==> config.mk <==
export PLATFORM = sky130hd
export DESIGN_NAME = lightness_clamp_hsl_core
export DESIGN_NICKNAME = d
export VERILOG_FILES = /design/src/rtl/lch_pkg.sv /design/src/rtl/lightness_clamp_hsl_core.sv
export VERILOG_INCLUDE_DIRS = /design/src /design/src/rtl
export SDC_FILE = /design/constraint.sdc
export NUM_CORES = 2
export LEC_CHECK = 0
export ABC_AREA = 1
export ABC_CLOCK_PERIOD_IN_PS = 74700
export CAP_MARGIN = 15
export CELL_PAD_IN_SITES_DETAIL_PLACEMENT = 0
export CELL_PAD_IN_SITES_GLOBAL_PLACEMENT = 1
export CORE_AREA = 5 5 479 481
export DETAILED_ROUTE_END_ITERATION = 8
export DIE_AREA = 0 0 484 486
export DONT_BUFFER_PORTS = 1
export GPL_ROUTABILITY_DRIVEN = 0
export PLACE_DENSITY_LB_ADDON = 0.1
export RECOVER_POWER = 100
export SLEW_MARGIN = 0
export SYNTH_ARGS = -nofsm -noshare
export SYNTH_HDL_FRONTEND = slang
export SYNTH_SLANG_ARGS = --single-unit
==> constraint.sdc <==
create_clock -name clk -period 74.7 [get_ports clk]
set_clock_uncertainty 0.05 [all_clocks]
set_input_delay 3.735 -clock clk [delete_from_list [all_inputs] [get_ports clk]]
set_output_delay 3.735 -clock clk [all_outputs]
set_load 0.01 [all_outputs]
==> src/rtl/assert_macros.svh <==
// Assertion helpers for the RTL.
// Each macro expects clk and rst_n in scope.
`ifndef ASSERT_MACROS_SVH
`define ASSERT_MACROS_SVH

// Same-cycle implication.
`define CHK_SAME(lbl, ante, cons, msg) \
    lbl: assert property (@(posedge clk) disable iff (!rst_n) (ante) |-> (cons)) \
        else $error(msg);

// Next-cycle implication.
`define CHK_NEXT(lbl, ante, cons, msg) \
    lbl: assert property (@(posedge clk) disable iff (!rst_n) (ante) |=> (cons)) \
        else $error(msg);

`endif

==> src/rtl/lch_pkg.sv <==
`default_nettype none

package lch_pkg;

    // Register indexes on the configuration port
    localparam logic CFG_THRESHOLD   = 1'b0;
    localparam logic CFG_REPLACEMENT = 1'b1;

    localparam logic [8:0] THRESHOLD_RESET   = 9'd256;
    localparam logic [8:0] REPLACEMENT_RESET = 9'd192;
    localparam logic [8:0] LIGHTNESS_FULL    = 9'd256;

    typedef struct packed {
        logic [7:0] red_in;
        logic [7:0] green_in;
        logic [7:0] blue_in;
    } lch_pixel_t;

    typedef struct packed {
        logic [7:0] red_out;
        logic [7:0] green_out;
        logic [7:0] blue_out;
        logic       was_changed;
    } lch_result_t;

    // Side data carried alongside the arithmetic
    typedef struct packed {
        lch_pixel_t pixel;
        logic       changed;
        logic       gray;
        logic [8:0] repl;
    } lch_carry_t;

    // Piece of the hue-to-channel curve
    typedef enum logic [1:0] {
        SEG_RISE,
        SEG_HIGH,
        SEG_FALL,
        SEG_LOW
    } lch_seg_t;

endpackage

`default_nettype wire

==> src/rtl/lightness_clamp_hsl_core.sv <==
// Lightness clamp on an RGB pixel stream.
// Input channel: pixel (red, green, blue) with pixel_valid / pixel_stall.
// Output channel: result (red, green, blue, was_changed) with
// result_valid / result_stall. A request moves when valid is high and
// stall is low at a rising edge of clk.
// Configuration: cfg_write_en, cfg_index (0 = threshold, 1 = replacement)
// and cfg_data; write only while the pipeline is empty.
// Registers in order: one prepare stage, FRACTION_BITS + 1 restoring-division
// stages (hue and saturation side by side, one quotient bit per stage), three
// stages for lightness mix and channel curve, and the output register.
// Throughput is one pixel per cycle; the pipeline takes a new request
// every cycle while the output is not stalled.
// When result_stall holds a waiting result, the whole pipeline freezes and
// pixel_stall is raised; nothing is lost or repeated.
// Reset empties the pipeline and loads threshold 256 and replacement 192.
`default_nettype none
`include "assert_macros.svh"

module lightness_clamp_hsl_core
    import lch_pkg::*;
#(
    parameter int FRACTION_BITS = 12
) (
    input  wire logic        clk,
    input  wire logic        rst_n,
    input  wire logic        cfg_write_en,
    input  wire logic        cfg_index,
    input  wire logic [8:0]  cfg_data,
    input  wire logic        pixel_valid,
    output logic             pixel_stall,
    input  wire lch_pixel_t  pixel,
    output logic             result_valid,
    input  wire logic        result_stall,
    output lch_result_t      result
);

    localparam int FB    = FRACTION_BITS;
    localparam int TW    = FB + 1;
    localparam int NDIV  = FB + 1;
    localparam int ONE_I = 1 << FB;
    localparam logic [TW-1:0] FX_ONE        = TW'(ONE_I);
    localparam logic [TW-1:0] FX_HALF       = TW'(ONE_I / 2);
    localparam logic [TW-1:0] FX_THIRD      = TW'((ONE_I + 1) / 3);
    localparam logic [TW-1:0] FX_SIXTH      = TW'((ONE_I + 3) / 6);
    localparam logic [TW-1:0] FX_TWO_THIRDS = TW'((2 * ONE_I + 1) / 3);

    logic [8:0] thr_reg;
    logic [8:0] repl_reg;
    logic       advance;

    // Configuration registers
    always_ff @(posedge clk or negedge rst_n)
    begin
        if (!rst_n)
        begin
            thr_reg  <= THRESHOLD_RESET;
            repl_reg <= REPLACEMENT_RESET;
        end
        else if (cfg_write_en)
        begin
            case (cfg_index)
                CFG_THRESHOLD:   thr_reg  <= cfg_data;
                CFG_REPLACEMENT: repl_reg <= cfg_data;
                default:         thr_reg  <= thr_reg;
            endcase
        end
    end

    // Freeze everything while a finished result waits
    assign advance     = !(result_valid && result_stall);
    assign pixel_stall = !advance;

    // ---------------- prepare stage ----------------
    logic [7:0]  mx, mn, dd, den;
    logic [8:0]  sum;
    logic [10:0] d6;
    logic [11:0] num;
    logic        do_chg;
    logic [8:0]  repl_sat;

    always_comb
    begin
        mx = (pixel.red_in > pixel.green_in) ? pixel.red_in : pixel.green_in;
        if (pixel.blue_in > mx)
            mx = pixel.blue_in;
        mn = (pixel.red_in < pixel.green_in) ? pixel.red_in : pixel.green_in;
        if (pixel.blue_in < mn)
            mn = pixel.blue_in;
        sum    = {1'b0, mx} + {1'b0, mn};
        do_chg = {1'b0, sum, 7'b0} >= (17'(thr_reg) * 17'd255);
        repl_sat = (repl_reg > LIGHTNESS_FULL) ? LIGHTNESS_FULL : repl_reg;
        dd  = mx - mn;
        d6  = {1'b0, dd, 2'b0} + {2'b0, dd, 1'b0};
        // hue numerator, red wins ties over green over blue
        if (mx == pixel.red_in)
            num = {4'b0, pixel.green_in} - {4'b0, pixel.blue_in}
                + ((pixel.green_in < pixel.blue_in) ? {1'b0, d6} : 12'd0);
        else if (mx == pixel.green_in)
            num = {4'b0, pixel.blue_in} - {4'b0, pixel.red_in} + {3'b0, dd, 1'b0};
        else
            num = {4'b0, pixel.red_in} - {4'b0, pixel.green_in} + {2'b0, dd, 2'b0};
        den = (sum > 9'd255) ? 8'(10'd510 - {1'b0, sum}) : sum[7:0];
    end

    // ---------------- division pipeline ----------------
    logic             dv_valid_reg [NDIV+1];
    lch_carry_t       dv_carry_reg [NDIV+1];
    logic [10:0]      hrem_reg     [NDIV+1];
    logic [10:0]      hdiv_reg     [NDIV+1];
    logic [TW-1:0]    hq_reg       [NDIV+1];
    logic [7:0]       srem_reg     [NDIV+1];
    logic [7:0]       sdiv_reg     [NDIV+1];
    logic [TW-1:0]    sq_reg       [NDIV+1];

    always_ff @(posedge clk or negedge rst_n)
    begin
        if (!rst_n)
            dv_valid_reg[0] <= 1'b0;
        else if (advance)
            dv_valid_reg[0] <= pixel_valid;
    end

    always_ff @(posedge clk)
    begin
        if (advance)
        begin
            dv_carry_reg[0] <= '{pixel: pixel, changed: do_chg, gray: (mx == mn),
                                 repl: repl_sat};
            hrem_reg[0] <= num[10:0];
            hdiv_reg[0] <= d6;
            hq_reg[0]   <= '0;
            srem_reg[0] <= dd;
            sdiv_reg[0] <= den;
            sq_reg[0]   <= '0;
        end
    end

    // One quotient bit per stage for hue and saturation
    for (genvar j = 0; j < NDIV; j++)
    begin : g_div
        logic [11:0] htrial;
        logic [8:0]  strial;
        logic        hge, sge;

        always_comb
        begin
            htrial = (j == 0) ? {1'b0, hrem_reg[j]} : {hrem_reg[j], 1'b0};
            strial = (j == 0) ? {1'b0, srem_reg[j]} : {srem_reg[j], 1'b0};
            hge    = htrial >= {1'b0, hdiv_reg[j]};
            sge    = strial >= {1'b0, sdiv_reg[j]};
        end

        always_ff @(posedge clk or negedge rst_n)
        begin
            if (!rst_n)
                dv_valid_reg[j+1] <= 1'b0;
            else if (advance)
                dv_valid_reg[j+1] <= dv_valid_reg[j];
        end

        always_ff @(posedge clk)
        begin
            if (advance)
            begin
                dv_carry_reg[j+1] <= dv_carry_reg[j];
                hdiv_reg[j+1]     <= hdiv_reg[j];
                sdiv_reg[j+1]     <= sdiv_reg[j];
                hrem_reg[j+1]     <= hge ? 11'(htrial - {1'b0, hdiv_reg[j]})
                                         : htrial[10:0];
                srem_reg[j+1]     <= sge ? 8'(strial - {1'b0, sdiv_reg[j]})
                                         : strial[7:0];
                hq_reg[j+1]       <= {hq_reg[j][TW-2:0], hge};
                sq_reg[j+1]       <= {sq_reg[j][TW-2:0], sge};
            end
        end
    end

    // ---------------- stage P1: m = L * s ----------------
    logic              p1_valid_reg;
    lch_carry_t        p1_carry_reg;
    logic [TW-1:0]     p1_l_reg, p1_s_reg, p1_m_reg, p1_h_reg;
    logic [TW-1:0]     lf;
    logic [2*TW-1:0]   ls_prod;

    always_comb
    begin
        lf      = TW'({dv_carry_reg[NDIV].repl, {(FB-8){1'b0}}});
        ls_prod = (2*TW)'(lf) * (2*TW)'(sq_reg[NDIV]);
    end

    always_ff @(posedge clk or negedge rst_n)
    begin
        if (!rst_n)
            p1_valid_reg <= 1'b0;
        else if (advance)
            p1_valid_reg <= dv_valid_reg[NDIV];
    end

    always_ff @(posedge clk)
    begin
        if (advance)
        begin
            p1_carry_reg <= dv_carry_reg[NDIV];
            p1_l_reg     <= lf;
            p1_s_reg     <= sq_reg[NDIV];
            p1_m_reg     <= ls_prod[FB +: TW];
            p1_h_reg     <= hq_reg[NDIV];
        end
    end

    // ---------------- stage P2: q, p and curve segment ----------------
    logic              p2_valid_reg;
    lch_carry_t        p2_carry_reg;
    logic [TW:0]       p2_q_reg, p2_p_reg, p2_dqp_reg;
    lch_seg_t          p2_seg_reg [3];
    logic [FB+3:0]     p2_f_reg   [3];
    logic [TW:0]       q_c, p_c;
    logic [TW-1:0]     tt   [3];
    lch_seg_t          seg_c [3];
    logic [FB+3:0]     f_c  [3];

    always_comb
    begin
        if (p1_l_reg < FX_HALF)
            q_c = {1'b0, p1_l_reg} + {1'b0, p1_m_reg};
        else
            q_c = {1'b0, p1_l_reg} + {1'b0, p1_s_reg} - {1'b0, p1_m_reg};
        p_c = {p1_l_reg, 1'b0} - q_c;
        // red, green, blue hue offsets with wrap into one turn
        tt[0] = p1_h_reg + FX_THIRD;
        if (tt[0] > FX_ONE)
            tt[0] = tt[0] - FX_ONE;
        tt[1] = p1_h_reg;
        tt[2] = (p1_h_reg >= FX_THIRD) ? (p1_h_reg - FX_THIRD)
                                      : (p1_h_reg + FX_ONE - FX_THIRD);
        for (int c = 0; c < 3; c++)
        begin
            if (tt[c] < FX_SIXTH)
            begin
                seg_c[c] = SEG_RISE;
                f_c[c]   = (FB+4)'(tt[c]) * (FB+4)'(6);
            end
            else if (tt[c] < FX_HALF)
            begin
                seg_c[c] = SEG_HIGH;
                f_c[c]   = '0;
            end
            else if (tt[c] < FX_TWO_THIRDS)
            begin
                seg_c[c] = SEG_FALL;
                f_c[c]   = (FB+4)'(FX_TWO_THIRDS - tt[c]) * (FB+4)'(6);
            end
            else
            begin
                seg_c[c] = SEG_LOW;
                f_c[c]   = '0;
            end
        end
    end

    always_ff @(posedge clk or negedge rst_n)
    begin
        if (!rst_n)
            p2_valid_reg <= 1'b0;
        else if (advance)
            p2_valid_reg <= p1_valid_reg;
    end

    always_ff @(posedge clk)
    begin
        if (advance)
        begin
            p2_carry_reg <= p1_carry_reg;
            p2_q_reg     <= q_c;
            p2_p_reg     <= p_c;
            p2_dqp_reg   <= q_c - p_c;
            for (int c = 0; c < 3; c++)
            begin
                p2_seg_reg[c] <= seg_c[c];
                p2_f_reg[c]   <= f_c[c];
            end
        end
    end

    // ---------------- stage P3: curve value per channel ----------------
    logic              p3_valid_reg;
    lch_carry_t        p3_carry_reg;
    logic [FB+6:0]     p3_v_reg [3];
    logic [2*FB+5:0]   cprod [3];
    logic [FB+6:0]     v_c   [3];

    always_comb
    begin
        for (int c = 0; c < 3; c++)
        begin
            cprod[c] = (2*FB+6)'(p2_dqp_reg) * (2*FB+6)'(p2_f_reg[c]);
            case (p2_seg_reg[c])
                SEG_RISE, SEG_FALL:
                    v_c[c] = (FB+7)'(p2_p_reg) + {1'b0, cprod[c][2*FB+5:FB]};
                SEG_HIGH: v_c[c] = (FB+7)'(p2_q_reg);
                default:  v_c[c] = (FB+7)'(p2_p_reg);
            endcase
        end
    end

    always_ff @(posedge clk or negedge rst_n)
    begin
        if (!rst_n)
            p3_valid_reg <= 1'b0;
        else if (advance)
            p3_valid_reg <= p2_valid_reg;
    end

    always_ff @(posedge clk)
    begin
        if (advance)
        begin
            p3_carry_reg <= p2_carry_reg;
            for (int c = 0; c < 3; c++)
                p3_v_reg[c] <= v_c[c];
        end
    end

    // ---------------- output stage: scale, saturate, select ----------------
    logic              result_valid_reg;
    lch_result_t       result_reg;
    logic [FB+14:0]    scaled [3];
    logic [7:0]        ch     [3];
    logic [16:0]       gray_prod;
    logic [7:0]        gray_c;
    lch_result_t       result_next;

    always_comb
    begin
        for (int c = 0; c < 3; c++)
        begin
            scaled[c] = {p3_v_reg[c], 8'b0} - (FB+15)'(p3_v_reg[c]);
            ch[c] = (scaled[c][FB+14:FB] > 15'd255) ? 8'd255 : scaled[c][FB+7:FB];
        end
        gray_prod = {p3_carry_reg.repl, 8'b0} - {8'b0, p3_carry_reg.repl};
        gray_c    = gray_prod[15:8];
        if (!p3_carry_reg.changed)
            result_next = '{red_out: p3_carry_reg.pixel.red_in,
                            green_out: p3_carry_reg.pixel.green_in,
                            blue_out: p3_carry_reg.pixel.blue_in,
                            was_changed: 1'b0};
        else if (p3_carry_reg.gray)
            result_next = '{red_out: gray_c, green_out: gray_c, blue_out: gray_c,
                            was_changed: 1'b1};
        else
            result_next = '{red_out: ch[0], green_out: ch[1], blue_out: ch[2],
                            was_changed: 1'b1};
    end

    always_ff @(posedge clk or negedge rst_n)
    begin
        if (!rst_n)
            result_valid_reg <= 1'b0;
        else if (advance)
            result_valid_reg <= p3_valid_reg;
    end

    always_ff @(posedge clk)
    begin
        if (advance)
            result_reg <= result_next;
    end

    assign result_valid = result_valid_reg;
    assign result       = result_reg;

    // ---------------- assertions ----------------
    `CHK_NEXT(a_drain, p3_valid_reg && advance, result_valid,
        "pipeline dropped a finished request")
    `CHK_SAME(a_thr_high, dv_valid_reg[0] && (thr_reg > LIGHTNESS_FULL),
        !dv_carry_reg[0].changed, "pixel changed with threshold out of reach")
    `CHK_NEXT(a_hold, p1_valid_reg && !advance, p1_valid_reg && $stable(p1_m_reg),
        "stage moved while stalled")

endmodule

`default_nettype wire

Yosys cells after proc, flatten, opt, wreduce, memory -nomap -nowiden
Memory sizes are Yosys's and may differ from the RTL's. A register that Yosys moved wholly into a read port is not among the register bits. Cells that the tools add are included.

Word-level logic and storage cells: 258. Output and inout bits: 27. Latch bits: 0. Flip-flop bits (word level): 234. Input port bits: 39. Memory bits (writable): 1497. Memories kept: 10. Bits in read-only memories: 0.

Memories: dv_carry_reg (words 14, bits a word 35, rd ports 14, clocked after Yosys merged registers in 0, write ports 14, RTL line lightness_clamp_hsl_core.sv:107) `lch_carry_t dv_carry_reg [NDIV+1];`; hq_reg (words 14, bits a word 13, rd ports 14, clocked after Yosys merged registers in 1, write ports 14, RTL line lightness_clamp_hsl_core.sv:110) `logic [TW-1:0] hq_reg [NDIV+1];`; sq_reg (words 14, bits a word 13, rd ports 14, clocked after Yosys merged registers in 0, write ports 14, RTL line lightness_clamp_hsl_core.sv:113) `logic [TW-1:0] sq_reg [NDIV+1];`; hdiv_reg (words 14, bits a word 11, rd ports 13, clocked after Yosys merged registers in 0, write ports 14, RTL line lightness_clamp_hsl_core.sv:109) `logic [10:0] hdiv_reg [NDIV+1];`; hrem_reg (words 14, bits a word 11, rd ports 13, clocked after Yosys merged registers in 0, write ports 14, RTL line lightness_clamp_hsl_core.sv:108) `logic [10:0] hrem_reg [NDIV+1];`; sdiv_reg (words 14, bits a word 8, rd ports 13, clocked after Yosys merged registers in 0, write ports 14, RTL line lightness_clamp_hsl_core.sv:112) `logic [7:0] sdiv_reg [NDIV+1];`; 4 more memories.

Order comparisons: 49. Bitwise logic cells: 1. Eq/ne operators: 9. Shift operators: 0. Muxes and demuxes: 65. Reduce and logical (&&, ||, !) cells: 10. Add/sub/neg operators: 56. Divide/modulo/power cells: 0. $mul: 11.

Operators with widths (number): $mux W11 (16); $mux W8 (21); $ge A12 B11 Y1 (12); $mux W16 (9); $sub A11 B11 Y11 (13); $pmux W19 S2 (3); $sub A8 B8 Y8 (14); $ge A9 B8 Y1 (12); $lt A13 B12 Y1 const B (7); $mul A14 B16 Y30 (3); $sub A27 B19 Y27 (3); $add A14 B18 Y19 (3); $mux W25 (2); $mul A16 B2 Y15 const B (3); $gt A15 B8 Y1 const B (3); $mul A13 B2 Y15 const B (3); $sub A12 B13 Y14 const A (3); $lt A13 B10 Y1 const B (3); $add A13 B13 Y14 (2); $sub A14 B14 Y14 (2); $sub A8 B8 Y9 (3); $mux W13 (2); $sub A13 B11 Y13 const B (2); $eq A8 B8 Y1 (3); 34 further kinds (54).

Depth between registers and ports, before layout
Depth in word-level cells: 9. Depth in mapped cells: 52.

Worst setup path before layout
OpenSTA, ideal clock, no wires.

Kind: input to register. Start point: input port result_stall. End point: memory dv_carry_reg[0][0] in the netlist's numbering (enable). Arrival: 42861 ps. Cell stages on the path: 2. Slack: 29413 ps. Path buffers: 1. Library setup time: 2375 ps. Required time: 72275 ps. Path through: nand2_1 clkbuf_1.

RTL lines: start, declared (RTL line lightness_clamp_hsl_core.sv:33) `input wire logic result_stall,`; end, declared (RTL line lightness_clamp_hsl_core.sv:107).

Worst setup path after layout
Start point: input port result_stall. End point: register, netlist name p1_carry_reg[12].

Cells in the longest elaborated chain, start to end: 1.

Ends and longest elaborated chain: $logic_and A1 B1 Y1 (RTL line lightness_clamp_hsl_core.sv:70) `assign advance = !(result_valid && result_stall);`.

Every way passes these cells. A chain may end at the register's enable or synchronous reset.

==> metrics.md <==
| Metric | Value |
|---|---|
| Count of buffers inserted at the top-level ports | 0 |
| Final-report hold violation count | 0 |
| Buffer count from post-CTS setup fixing | 0 |
| Synth Flop Type | sky130_fd_sc_hd__edfxtp_1 |
| DRC violation count after routing | 0 |
| Ordered list of cells on the worst path | nand2_1 > clkbuf_1 > clkbuf_1 > clkbuf_1 > clkbuf_1 > clkbuf_1 > clkbuf_1 |
| Nature of the critical path startpoint | input port |
| Smallest hold slack | 318 ps |
| Root buf cell | sky130_fd_sc_hd__clkbuf_16 |
| Setup violators final | 0 |
| Required time worst endpoint | between 70000 and 80000 ps |
| Critical Path Sink Type | flip-flop |
| Total global-route track usage | around 20% |
| Detail-routed via count per cell | a little over 5 |
| Slew of the pin with the lowest slew margin | about 4300 ps |
| Sink Count | between 1000 and 1500 |
| PnR worst setup slack | 53870 ps |
| CP most frequent cell | sky130_fd_sc_hd__clkbuf_1 |
| Quantity of gates resized following cts | 0 |
| Worst R2R Setup Slack | 56310 ps |
| Highest fanout seen on the critical path | 80 |
| Vertical die dimension | just under 500 um |
| Hold Buf Count CTS | 0 |
| Via count of the first global-routing pass | around 68000 |
| Area taken by flip-flops and latches | around 0.044 sq mm |
| Count of flip-flops with a built-in enable after synthesis | approximately 1400 |
| Count of unique library cells instantiated by Yosys | 70 |
| TritonCTS clock tree | yes |
| Crit path kind | input port to flip-flop |
| Worst hold path type | flip-flop to flip-flop |
| Multi-input logic area | between 0.04 and 0.05 sq mm |
| Max stage delay cell, worst path | sky130_fd_sc_hd__clkbuf_1 |
| First DRT Iteration DRCs | ~4100 |
| Half-perimeter wire length after detailed placement | between 150 and 200 mm |
| Via count | between 60000 and 70000 |
| Seq cells post-synth | about 1500 |
| Count of maximum capacitance violations | 25 |
| Final setup TNS | 0 ps |
| Maximum buffer depth of the clock tree | 3 |
| Mean instance size in the synthesized netlist | about 10 sq um |
| Number of I/O pins | 66 |
| Share of layout cells above drive strength 1 | ~3.4% |
| Fmax | 48.0 MHz |
| Share of synthesized area occupied by flip-flops and latches | between 40% and 50% |
| Aggregate global routing overflow | 0 |
| Portion of the clock cycle consumed by the worst path in the final layout | between 20 and 30% |
| Horiz. Die Dim | between 400 and 500 um |
| Failing checks | max-capacitance violations, max-slew violations |
| Layout overhead on the synthesized area | 8.52% |
| TritonCTS buffer count | ~160 |
| First-pass GRT wire length | 377 mm |
| Synth warnings | 0 |
| Initial core utilization | between 40% and 50% |
| Filler cell count | approximately 21000 |
| Final period demand of the worst path | 20830 ps |
| Largest net degree at the start of global routing | 88 |
| Number of standard cells after synthesis | between 10000 and 15000 |
| Wire length per cell | approximately 18 um |
| Pins over their slew limit | between 1500 and 2000 |
| Dpl ws | between 60000 and 70000 ps |
| Number of routed nets with antenna violations | 0 |
| Post-detailed-routing wire length | around 240 mm |
| Die footprint | ~0.24 sq mm |
| Final standard cell utilization of the core | approximately half |
| Num rows | roughly 170 |
| Status | finished, violations left |
| Cell area after technology mapping | 0.100 sq mm |
| Clock transition at the registers of the reported paths | roughly 70 ps |
| Number of antenna violations at the first check in global routing | 8 |
| Area inside the core boundary | approximately 0.22 sq mm |
| Pre-antenna DRT Iters | 6 |
| Worst path max stage delay | between 2000 and 3000 ps |
| Data arrival, critical path | about 21000 ps |
| Worst slew margin relative to its limit | -185% |
| Clock latency at the later pin of the worst-skew pair | just over 800 ps |
| Setup repair after global routing missed its margin | no |
| Number of H-tree branching levels | 4 |
| Share of async-settable or async-resettable flops after synthesis | between 2 and 2.5% |
| Flip-flop count of the largest register, all copies and words added | 490 |
| # nets final | about 12000 |
[layout make-up]
type / instances / share of cell area [%]
well taps: 2992 / 3.43
flip-flops and latches: 1481 / 40.6
multi-input cells: 6504 / 44.3
clock inverters: 102 / 1.03
clock buffers: 195 / 3.95
diodes: 1 / 0.00229
repair buffers: 43 / 0.210
inverters: 1889 / 6.50
[cell families (layout without fill, tap and decap cells)]
| group | Yosys count | count (layout) | share of synthesized area (%) |
|---|---|---|---|
| compound gates | 1367 | 1367 | 7.55 |
| xor+xnor | 433 | 433 | 3.80 |
| flops | 1481 | 1481 | 44.1 |
| fa+ha+maj | 1559 | 1559 | 23.8 |
| buf+inv | 2086 | 2229 | 7.86 |
| mux | 1 | 1 | 0.00996 |
| other cells | 1 | 10 | 0.00373 |
| simple gates | 3135 | 3135 | 12.9 |
[placed cells by master (no fill, tap or decap), types with 13 or more instances in the layout]
| cell type | count |
|---|---|
| sky130_fd_sc_hd__xnor2_1 | 138 |
| sky130_fd_sc_hd__clkbuf_16 | 166 |
| sky130_fd_sc_hd__inv_1 | 1875 |
| sky130_fd_sc_hd__a211oi_1 | 17 |
| sky130_fd_sc_hd__a21o_1 | 44 |
| sky130_fd_sc_hd__clkinv_2 | 32 |
| sky130_fd_sc_hd__dfrtp_1 | 33 |
| sky130_fd_sc_hd__or2_2 | 18 |
| sky130_fd_sc_hd__nand4_1 | 79 |
| sky130_fd_sc_hd__o21bai_1 | 59 |
| sky130_fd_sc_hd__fa_1 | 590 |
| sky130_fd_sc_hd__o31ai_1 | 19 |
| sky130_fd_sc_hd__a21oi_1 | 586 |
| sky130_fd_sc_hd__o221ai_1 | 37 |
| sky130_fd_sc_hd__bufinv_16 | 14 |
| sky130_fd_sc_hd__nand3_1 | 332 |
| sky130_fd_sc_hd__ha_1 | 969 |
| sky130_fd_sc_hd__nand2_2 | 15 |
| sky130_fd_sc_hd__clkinv_1 | 29 |
| sky130_fd_sc_hd__o21a_1 | 18 |
| sky130_fd_sc_hd__clkbuf_1 | 50 |
| sky130_fd_sc_hd__nor4_1 | 18 |
| sky130_fd_sc_hd__nor2_1 | 487 |
| sky130_fd_sc_hd__xor2_1 | 291 |
| sky130_fd_sc_hd__o21ai_0 | 495 |
| sky130_fd_sc_hd__buf_4 | 18 |
| sky130_fd_sc_hd__clkinvlp_4 | 13 |
| sky130_fd_sc_hd__a31oi_1 | 24 |
| sky130_fd_sc_hd__nand2_1 | 2046 |
| sky130_fd_sc_hd__nor3_1 | 85 |
| sky130_fd_sc_hd__edfxtp_1 | 1445 |
| sky130_fd_sc_hd__o22ai_1 | 18 |
[stage by stage]
stage               std cells  area, sq um
global route            13207       109000
detailed placement      12909       104000
CTS                     13206       109000
floorplan               10071       101000
finish                  13207       109000
global placement        12909       104000
[worst max-delay path, delay by kind of cell]
| family | cells | cell delay, ps |
|---|---|---|
| buffers and inverters | 6 | 15780 |
| and+or+nand+nor | 1 | 1260 |
[final timing paths]
kind | start | to | cells past startpoint
min in group asynchronous | rst_n | dv_valid_reg[8] | 0
max | result_stall | p1_carry_reg[12] | 7
min reg2reg | sq_reg[1][60] | sq_reg[1][74] | 0
max reg2reg | result_valid | p1_carry_reg[12] | 7
max in group asynchronous | rst_n | repl_reg[7] | 0
min | sq_reg[1][60] | sq_reg[1][74] | 0
[cell usage after synthesis (19+ instances only)]
library cell               instances  area share [%]
sky130_fd_sc_hd__o21ai_0         480             2.4
sky130_fd_sc_hd__a21o_1           44            0.33
sky130_fd_sc_hd__nand4_1          79            0.49
sky130_fd_sc_hd__edfxtp_1       1445              43
sky130_fd_sc_hd__buf_1            32            0.12
sky130_fd_sc_hd__nand2_2          21            0.13
sky130_fd_sc_hd__o21bai_1         58            0.43
sky130_fd_sc_hd__dfrtp_1          33            0.82
sky130_fd_sc_hd__o31ai_1          19            0.14
sky130_fd_sc_hd__xor2_1          291             2.5
sky130_fd_sc_hd__nand3_1         331             1.6
sky130_fd_sc_hd__ha_1            969              12
sky130_fd_sc_hd__nand2_1        2039             7.6
sky130_fd_sc_hd__xnor2_1         138             1.2
sky130_fd_sc_hd__inv_1          1874             7.0
sky130_fd_sc_hd__nor2_1          487             1.8
sky130_fd_sc_hd__o221ai_1         37            0.32
sky130_fd_sc_hd__nor3_1           84            0.42
sky130_fd_sc_hd__clkbuf_1        144            0.54
sky130_fd_sc_hd__a21oi_1         585             2.9
sky130_fd_sc_hd__a31oi_1          24            0.15
sky130_fd_sc_hd__fa_1            590              12
[metal layers]
metal  GRT usage (%)  vias to the layer above  wire [um]
met5               0                        -          0
met4            6.49                        0       7950
met2            33.5                     1286     112000
met3            2.39                      399       8480
met1            27.4                    32036     108000
li1                -                    32994          -
Power is left out: the tool's default activity adds up to more than one toggle a clock period on the data nets, which glitch-free logic cannot reach.
